<file path="src/mmat_pkg.sv">
// ----------------------------------------------------------------------------
// MIDI message assembler package
// Shared constants, the result record and the status-byte length rule.
// ----------------------------------------------------------------------------
package mmat_pkg;

    localparam logic [7:0] SYSEX_START  = 8'hF0;
    localparam logic [7:0] SYSEX_END    = 8'hF7;
    localparam logic [7:0] SONG_SELECT  = 8'hF3;
    localparam logic [3:0] NIB_SYSTEM   = 4'hF;
    localparam logic [3:0] NIB_PROGRAM  = 4'hC;
    localparam logic [3:0] NIB_PRESSURE = 4'hD;
    localparam logic [3:0] NIB_NOTE_ON  = 4'h9;
    localparam logic [3:0] NIB_NOTE_OFF = 4'h8;
    localparam logic [7:0] CC_CHAN0     = 8'hB0;
    localparam logic [7:0] CC_REMAP_MAX = 8'd9;
    localparam logic [7:0] CC_REMAP_ADD = 8'h10;
    localparam int         NOTE_MAX     = 127;
    localparam int         NOTE_COUNT   = 128;
    localparam int         NOTE_W       = 7;

    // configuration register indexes
    typedef enum logic [1:0] {
        CFG_TRANSPOSE_ACTIVE  = 2'd0,
        CFG_TRANSPOSE_OCTAVES = 2'd1,
        CFG_CONTROLLER_STREAM = 2'd2
    } cfg_index_t;

    // message length codes, zero means sysex start
    typedef enum logic [1:0] {
        LEN_SYSEX = 2'd0,
        LEN_ONE   = 2'd1,
        LEN_TWO   = 2'd2,
        LEN_THREE = 2'd3
    } msg_len_t;

    typedef struct packed {
        logic       out_kind;
        logic [7:0] status_byte;
        logic [7:0] data_one;
        logic [7:0] data_two;
        logic [1:0] msg_length;
        logic       sysex_end;
    } result_t;

    function automatic msg_len_t length_of(input logic [7:0] b);
        msg_len_t len;
        if (b == SYSEX_START) begin
            len = LEN_SYSEX;
        end else if (b[7:4] == NIB_SYSTEM && !(b[3:0] inside {4'h0, 4'h2, 4'h3})) begin
            len = LEN_ONE;
        end else if (b[7:4] == NIB_PROGRAM || b[7:4] == NIB_PRESSURE
                     || b == SONG_SELECT) begin
            len = LEN_TWO;
        end else begin
            len = LEN_THREE;
        end
        return len;
    endfunction

endpackage

</file>
<file path="src/midi_message_assembler_transposer_core.sv">
// ----------------------------------------------------------------------------
// MIDI message assembler / transposer core
// Rebuilds short MIDI messages from a byte stream, streams sysex bytes and
// optionally transposes notes and remaps low controller numbers.
// ----------------------------------------------------------------------------
// Takes one raw MIDI byte per transfer and, while s_ready is high, accepts
// a new byte every cycle. A complete short message (length from its first
// byte, no running status) leaves as one registered result transfer; each
// byte from 0xF0 through the closing 0xF7 leaves as its own sysex transfer
// with the end flag on 0xF7. With transposition on, note-on numbers shift by
// octaves*12 (clamped to 0..127) and are remembered per original note so
// that the matching note-off gets the same shifted number; on the controller
// stream, CC 0..9 on status 0xB0 gain 0x10. The per-note table keeps its
// valid bits in flip-flops (all clear after reset, no clearing pass) and its
// note values in a 128 x 7 memory that is read when the second byte of a
// message arrives, so the data is ready when the third byte completes it.
// Throughput is one byte per cycle while s_ready is high. A two-entry output
// stage (result register plus skid register) keeps s_ready a registered
// signal; s_ready drops only while both entries hold undelivered results.
// Configuration is written through cfg_wr_en/cfg_index/cfg_data and should
// change only while the core is idle.
// ----------------------------------------------------------------------------
module midi_message_assembler_transposer_core (
    input  logic        aclk,
    input  logic        aresetn,
    // configuration write port
    input  logic        cfg_wr_en,
    input  logic [1:0]  cfg_index,
    input  logic [3:0]  cfg_data,
    // byte input
    input  logic        s_valid,
    output logic        s_ready,
    input  logic [7:0]  s_in_byte,
    // result output
    output logic        m_valid,
    input  logic        m_ready,
    output logic        m_out_kind,
    output logic [7:0]  m_status_byte,
    output logic [7:0]  m_data_one,
    output logic [7:0]  m_data_two,
    output logic [1:0]  m_msg_length,
    output logic        m_sysex_end
);
    import mmat_pkg::*;

    // configuration
    logic              transpose_active_reg;
    logic signed [3:0] transpose_octaves_reg;
    logic              controller_stream_reg;

    // parser state
    logic [1:0] held_count_reg,  held_count_next;
    logic [7:0] held_first_reg,  held_first_next;
    logic [7:0] held_second_reg, held_second_next;
    logic       in_sysex_reg,    in_sysex_next;

    // note table: valid bits in flops, values in memory
    logic [NOTE_COUNT-1:0] note_valid_reg;
    logic [NOTE_W-1:0]     note_mem [NOTE_COUNT];
    logic [NOTE_W-1:0]     note_rd_reg;

    // output stage
    result_t out_reg,  skid_reg;
    logic    out_valid_reg, skid_valid_reg;

    logic     accept, pop, push;
    result_t  res;
    msg_len_t in_len, held_len;

    logic              note_on_hit, note_off_hit, is_cc_remap, note_in_range;
    logic signed [9:0] oct_ext, oct_shift, note_sum;
    logic [NOTE_W-1:0] note_clamped;
    logic [7:0]        d1_xform;
    logic              tbl_wr, tbl_clr, tbl_rd;
    logic [NOTE_W-1:0] tbl_idx;

    assign accept = s_valid && s_ready;
    assign pop    = out_valid_reg && m_ready;
    assign s_ready = !skid_valid_reg;

    assign in_len   = length_of(s_in_byte);
    assign held_len = length_of(held_first_reg);

    // ------------------------------------------------------------------
    // Transform of the second byte of a 3-byte message
    // ------------------------------------------------------------------
    assign note_in_range = !held_second_reg[7];
    assign tbl_idx       = held_second_reg[NOTE_W-1:0];
    assign note_on_hit   = transpose_active_reg && held_first_reg[7:4] == NIB_NOTE_ON;
    assign note_off_hit  = transpose_active_reg && held_first_reg[7:4] == NIB_NOTE_OFF;
    assign is_cc_remap   = transpose_active_reg && controller_stream_reg
                           && held_first_reg == CC_CHAN0
                           && held_second_reg <= CC_REMAP_MAX;

    // octaves * 12 = octaves * 8 + octaves * 4
    assign oct_ext   = 10'(transpose_octaves_reg);
    assign oct_shift = (oct_ext <<< 3) + (oct_ext <<< 2);
    assign note_sum  = signed'({2'b00, held_second_reg}) + oct_shift;

    always_comb begin
        if (note_sum < 0) begin
            note_clamped = '0;
        end else if (note_sum > 10'(NOTE_MAX)) begin
            note_clamped = NOTE_W'(NOTE_MAX);
        end else begin
            note_clamped = note_sum[NOTE_W-1:0];
        end
    end

    always_comb begin
        if (note_on_hit) begin
            d1_xform = {1'b0, note_clamped};
        end else if (note_off_hit && note_in_range && note_valid_reg[tbl_idx]) begin
            d1_xform = {1'b0, note_rd_reg};
        end else if (is_cc_remap) begin
            d1_xform = held_second_reg + CC_REMAP_ADD;
        end else begin
            d1_xform = held_second_reg;
        end
    end

    // ------------------------------------------------------------------
    // Parser: next state and result of the current byte
    // ------------------------------------------------------------------
    always_comb begin
        held_count_next  = held_count_reg;
        held_first_next  = held_first_reg;
        held_second_next = held_second_reg;
        in_sysex_next    = in_sysex_reg;
        push             = 1'b0;
        res              = '0;
        tbl_wr           = 1'b0;
        tbl_clr          = 1'b0;
        tbl_rd           = 1'b0;

        if (in_sysex_reg) begin
            push            = 1'b1;
            res.out_kind    = 1'b1;
            res.status_byte = s_in_byte;
            res.sysex_end   = (s_in_byte == SYSEX_END);
            if (s_in_byte == SYSEX_END) begin
                in_sysex_next = 1'b0;
            end
        end else if (held_count_reg == 2'd0) begin
            case (in_len)
                LEN_SYSEX: begin
                    in_sysex_next   = 1'b1;
                    push            = 1'b1;
                    res.out_kind    = 1'b1;
                    res.status_byte = s_in_byte;
                end
                LEN_ONE: begin
                    push            = 1'b1;
                    res.status_byte = s_in_byte;
                    res.msg_length  = LEN_ONE;
                end
                default: begin
                    held_first_next = s_in_byte;
                    held_count_next = 2'd1;
                end
            endcase
        end else if (held_count_reg == 2'd1) begin
            if (held_len == LEN_TWO) begin
                // 2-byte messages never match a transform rule
                held_count_next = 2'd0;
                push            = 1'b1;
                res.status_byte = held_first_reg;
                res.data_one    = s_in_byte;
                res.msg_length  = LEN_TWO;
            end else begin
                held_second_next = s_in_byte;
                held_count_next  = 2'd2;
                tbl_rd           = 1'b1;   // fetch stored note ahead of the third byte
            end
        end else begin
            held_count_next = 2'd0;
            push            = 1'b1;
            res.status_byte = held_first_reg;
            res.data_one    = d1_xform;
            res.data_two    = s_in_byte;
            res.msg_length  = LEN_THREE;
            tbl_wr          = note_on_hit && note_in_range;
            tbl_clr         = note_off_hit && note_in_range && note_valid_reg[tbl_idx];
        end
    end

    // ------------------------------------------------------------------
    // Configuration registers
    // ------------------------------------------------------------------
    always_ff @(posedge aclk) begin
        if (!aresetn) begin
            transpose_active_reg  <= 1'b0;
            transpose_octaves_reg <= '0;
            controller_stream_reg <= 1'b0;
        end else if (cfg_wr_en) begin
            case (cfg_index_t'(cfg_index))
                CFG_TRANSPOSE_ACTIVE:  transpose_active_reg  <= cfg_data[0];
                CFG_TRANSPOSE_OCTAVES: transpose_octaves_reg <= signed'(cfg_data);
                CFG_CONTROLLER_STREAM: controller_stream_reg <= cfg_data[0];
                default: ;
            endcase
        end
    end

    // ------------------------------------------------------------------
    // Parser state and note valid bits
    // ------------------------------------------------------------------
    always_ff @(posedge aclk) begin
        if (!aresetn) begin
            held_count_reg  <= '0;
            held_first_reg  <= '0;
            held_second_reg <= '0;
            in_sysex_reg    <= 1'b0;
            note_valid_reg  <= '0;
        end else if (accept) begin
            held_count_reg  <= held_count_next;
            held_first_reg  <= held_first_next;
            held_second_reg <= held_second_next;
            in_sysex_reg    <= in_sysex_next;
            if (tbl_wr) begin
                note_valid_reg[tbl_idx] <= 1'b1;
            end else if (tbl_clr) begin
                note_valid_reg[tbl_idx] <= 1'b0;
            end
        end
    end

    // note value memory, one write and one registered read
    always_ff @(posedge aclk) begin
        if (accept && tbl_wr) begin
            note_mem[tbl_idx] <= note_clamped;
        end
        if (accept && tbl_rd) begin
            note_rd_reg <= note_mem[s_in_byte[NOTE_W-1:0]];
        end
    end

    // ------------------------------------------------------------------
    // Output stage: result register plus skid register
    // ------------------------------------------------------------------
    always_ff @(posedge aclk) begin
        if (!aresetn) begin
            out_valid_reg  <= 1'b0;
            skid_valid_reg <= 1'b0;
        end else begin
            if (!out_valid_reg) begin
                out_valid_reg <= accept && push;
            end else if (pop) begin
                if (skid_valid_reg) begin
                    skid_valid_reg <= 1'b0;
                end else begin
                    out_valid_reg <= accept && push;
                end
            end else if (accept && push) begin
                skid_valid_reg <= 1'b1;
            end
        end
    end

    always_ff @(posedge aclk) begin
        if (!out_valid_reg || (pop && !skid_valid_reg)) begin
            out_reg <= res;
        end else if (pop) begin
            out_reg <= skid_reg;
        end
        if (out_valid_reg && !pop && !skid_valid_reg) begin
            skid_reg <= res;
        end
    end

    assign m_valid       = out_valid_reg;
    assign m_out_kind    = out_reg.out_kind;
    assign m_status_byte = out_reg.status_byte;
    assign m_data_one    = out_reg.data_one;
    assign m_data_two    = out_reg.data_two;
    assign m_msg_length  = out_reg.msg_length;
    assign m_sysex_end   = out_reg.sysex_end;

    // ------------------------------------------------------------------
    // Assertions
    // ------------------------------------------------------------------
    // skid entry only ever sits behind a full result register
    a_skid_behind_out: assert property (@(posedge aclk) disable iff (!aresetn)
        skid_valid_reg |-> out_valid_reg)
        else $error("skid register holds a result while result register is empty");

    // no short message is held while streaming sysex
    a_sysex_no_held: assert property (@(posedge aclk) disable iff (!aresetn)
        in_sysex_reg |-> held_count_reg == 2'd0)
        else $error("held bytes present inside sysex");

    // a stalled result plus a new one must land in the skid register
    a_stall_to_skid: assert property (@(posedge aclk) disable iff (!aresetn)
        (accept && push && out_valid_reg && !m_ready) |=> skid_valid_reg)
        else $error("result lost during output stall");

    // a completed message returns the parser to its idle count
    a_len3_clears: assert property (@(posedge aclk) disable iff (!aresetn)
        (accept && held_count_reg == 2'd2) |=> held_count_reg == 2'd0)
        else $error("held count not cleared after 3-byte message");

endmodule

</file>
<file path="config.mk">
export PLATFORM = sky130hd
export DESIGN_NAME = midi_message_assembler_transposer_core
export DESIGN_NICKNAME = d
export VERILOG_FILES = /design/src/mmat_pkg.sv /design/src/midi_message_assembler_transposer_core.sv
export SDC_FILE = /design/constraint.sdc
export NUM_CORES = 2
export LEC_CHECK = 0
export BUFFER_PORTS_ARGS = -buffer_cell sky130_fd_sc_hd__buf_2
export CORE_AREA = 2 2 277 416
export DETAILED_ROUTE_END_ITERATION = 10
export DIE_AREA = 0 0 279 418
export PLACE_DENSITY_LB_ADDON = 0.3
export SETUP_SLACK_MARGIN = 0.05
export SYNTH_ARGS = -nofsm -noshare
export SYNTH_HDL_FRONTEND = slang
export SYNTH_SLANG_ARGS = --single-unit
</file>
<file path="constraint.sdc">
create_clock -name aclk -period 6.2 [get_ports aclk]
set_input_delay 1.24 -clock aclk [delete_from_list [all_inputs] [get_ports aclk]]
set_output_delay 1.24 -clock aclk [all_outputs]
set_load 0.05 [all_outputs]
</file>
==> flow_summary.yaml <==
detailed_routing:
  wl_met1_um: 43400
  met2_length_um: 62300
  antenna_left: 0
  routed-wl-met3_um: 5850
  viasPerCell: 5.91
  top_layer_used: "met4"
  drt_iter0_markers: 2315
  drt_pass1_iterations: 8
  drc: 0
  drt-total-wl_um: 118000
  wl_per_cell_um: 29.1
  vias: 23918
power_and_ir_drop:
  p_switching_mw: 3.49
  peakVddDrop_mv: 0.214
  clkPwrFrac: 0.406
  p_comb_frac: 0.064
  p_leak_nw: 16.1
  p_int_mw: 12.3
  p_seq_frac: 0.530
  powerDensity_mw_per_mm2: 312
  switching_share: 0.221
setup_path:
  worst_path_max_delay_cell: "o31ai_1"
  worst_ep_required_time_ns: 6.61
  arrival_ns: 5.28
  crit_type: "register to register"
  crit_chain: "inv_1 -> fa_1 -> inv_1 -> ha_1 -> a21o_1 -> a21o_1 -> a21oi_1 -> xnor2_1 -> o31ai_1 -> a21oi_4 -> buf_4"
  crit_fanout: 33
  rr_worst_depth: 11
  cp-end-kind: "register"
  start_kind: "register"
  max_stage_delay_ns: 0.92
floorplan:
  die_w_um: 279
  row_count: 151
  core_sq_mm: 0.113
  ios: 49
  die_area_sq_mm: 0.117
  start_util: 0.399
  die_y_um: 418
layout:
  nets: 2541
  final_common_cell: "edfxtp_1"
  post-route-cell-area_sq_mm: 0.0505
  post-route-util: 0.448
  final_cell_mix: "edfxtp_1, mux4_2, nor2_1, dfxtp_1, clkbuf_16"
  areaGrowthSynthToFinish_pct: 12.2
  layout-drive-gt1-share: 0.271
flow_run:
  maxCapViolations: 0
yosys:
  synthFlopType: "edfxtp_1"
  synth_edf_count: 959
  synth.avg_cell_area_sq_um: 18.3
  syn_inst: 2457
  async_flop_share: 0
  synth_cell_types: 67
  yosysWarnings: 0
  syn_area_sq_mm: 0.0450
  ys_seq_elements: 1114
  seq_area_frac_synth: 0.709
  syn_nets: 2492
sta:
  fin_worst_skew_ns: 0.0273
  finalHoldViolCount: 0
  rsz0062_at_grt: "false"
  setup_violations: 0
  worst_slew_pin_slew_ns: 1.27
  post-route-min-period_ns: 4.87
  maxSlewHeadroom: 0.149
  max_freq_ghz: 0.205
  post-route-period-util: 0.786
  finalMaxSlewViolations: 0
grt:
  grt_overflow: 0
  first_global_vias: 24450
  gr-usage-all-layers: 0.202
  grt_antenna_before_repair: 0
  grt_pass1_wl_um: 171000
  grt_max_degree: 129
clock_tree:
  cts_setup_buffers: 0
  cts-htree-levels: 3
  root_buffer: "clkbuf_16"
  cts_buffer_depth: 3
  cts_resized: 0
  cts_tree: "yes"
  clock_latency_ns: 0.70
  cts_sinks: 1114
  path_clk_slew_ns: 0.06
  cts_buffers: 100
  hold_buffers: 0
worst_hold_path:
  hp-class: "register to register"
  whs_path_depth: 2
placement:
  io_buffers: 48
  place_congestion: 0.850
  dp_hpwl_um: 75700
  placed_cell_area_sq_mm: 0.0471
run_status:
  outcome: "completed"
-- critical path: cells and delay by family (launching register included) --
family | cells | cell delay (ns)
buffers and inverters | 3 | 0.77
flip-flops | 1 | 0.81
AO/OA/AOI/OAI | 5 | 2.01
XOR/XNOR | 1 | 0.10
adder cells (fa/ha/maj) | 2 | 0.83
-- metrics by stage --
| step | setup WS (ns) | hold slack [ns] | TNS [ns] | cells | power (mW) |
|---|---|---|---|---|---|
| global route | 1.12 | 0.534 | 0 | 4044 | 16.2 |
| floorplan | -0.618 | 0.477 | -228.36 | 2457 | 9.15 |
| CTS | 1.37 | 0.525 | 0 | 4044 | 15.9 |
| detailed placement | 1.28 | 0.507 | 0 | 3857 | 9.55 |
| finish | 1.33 | 0.520 | 0 | 4045 | 15.8 |
| global placement | 1.32 | 0.495 | 0 | 3857 | 9.52 |
-- per-layer routing --
layer	GRT usage	up-vias
met5	0	-
met4	0.105	0
met3	0.0240	226
met2	0.361	931
met1	0.239	12717
li1	-	10044
-- synthesized netlist by cell type, types with 11 or more instances --
master	instances	area share
dfxtp_1	155	0.069
buf_2	22	0.0024
mux4_2	309	0.15
nand3_1	20	0.0022
nor2b_1	38	0.0053
o21ai_0	63	0.0070
inv_1	19	0.0016
edfxtp_1	959	0.64
a21oi_1	71	0.0079
buf_1	26	0.0022
nor3_1	25	0.0028
ha_1	12	0.0033
nor2_1	242	0.020
o221a_2	75	0.019
nand2_1	86	0.0072
clkbuf_1	100	0.0083
mux2_2	35	0.0088
and2_1	11	0.0015
mux2i_1	51	0.011
-- path summary, 6_finish.rpt --
kind	from	endpoint	slack, ns
worst max-delay path	held_second_reg[4]	note_mem[90][1]	1.33
worst min register to register	skid_reg[1]	m_msg_length[0]	0.52
worst max register to register	held_second_reg[4]	note_mem[90][1]	1.33
worst min-delay path	skid_reg[1]	m_msg_length[0]	0.52
-- kinds of logic (layout without fill, tap and decap cells) --
family,count (synthesis),after routing,share of synthesized area
flops,1114,1114,0.709
simple gates,463,463,0.0457
compound gates,287,287,0.0481
xor+xnor,5,5,0.000973
mux,395,395,0.175
other cells,0,1,0
fa+ha+maj,16,16,0.00512
buf+inv,177,311,0.0165
-- final cells by class --
class,count,area (sq um)
Fill cell,9491,62300
Antenna cell,1,2.50
Clock inverter,62,674
Tap cell,1453,1820
Timing Repair Buffer,105,881
Sequential cell,1114,31900
Multi-Input combinational cell,1166,12500
Inverter,19,71.3
Clock buffer,125,2690
-- power by group through the flow --
stage	clock network, mW	registers, mW	logic, mW
2_1_floorplan	0	8.59	0.564
3_3_place_gp	0	8.52	0.999
3_5_place_dp	0	8.53	1.03
4_1_cts	6.52	8.36	1.03
5_1_grt	6.78	8.36	1.07
6_report	6.41	8.36	1.01
(Power assumes the default switching activity.)
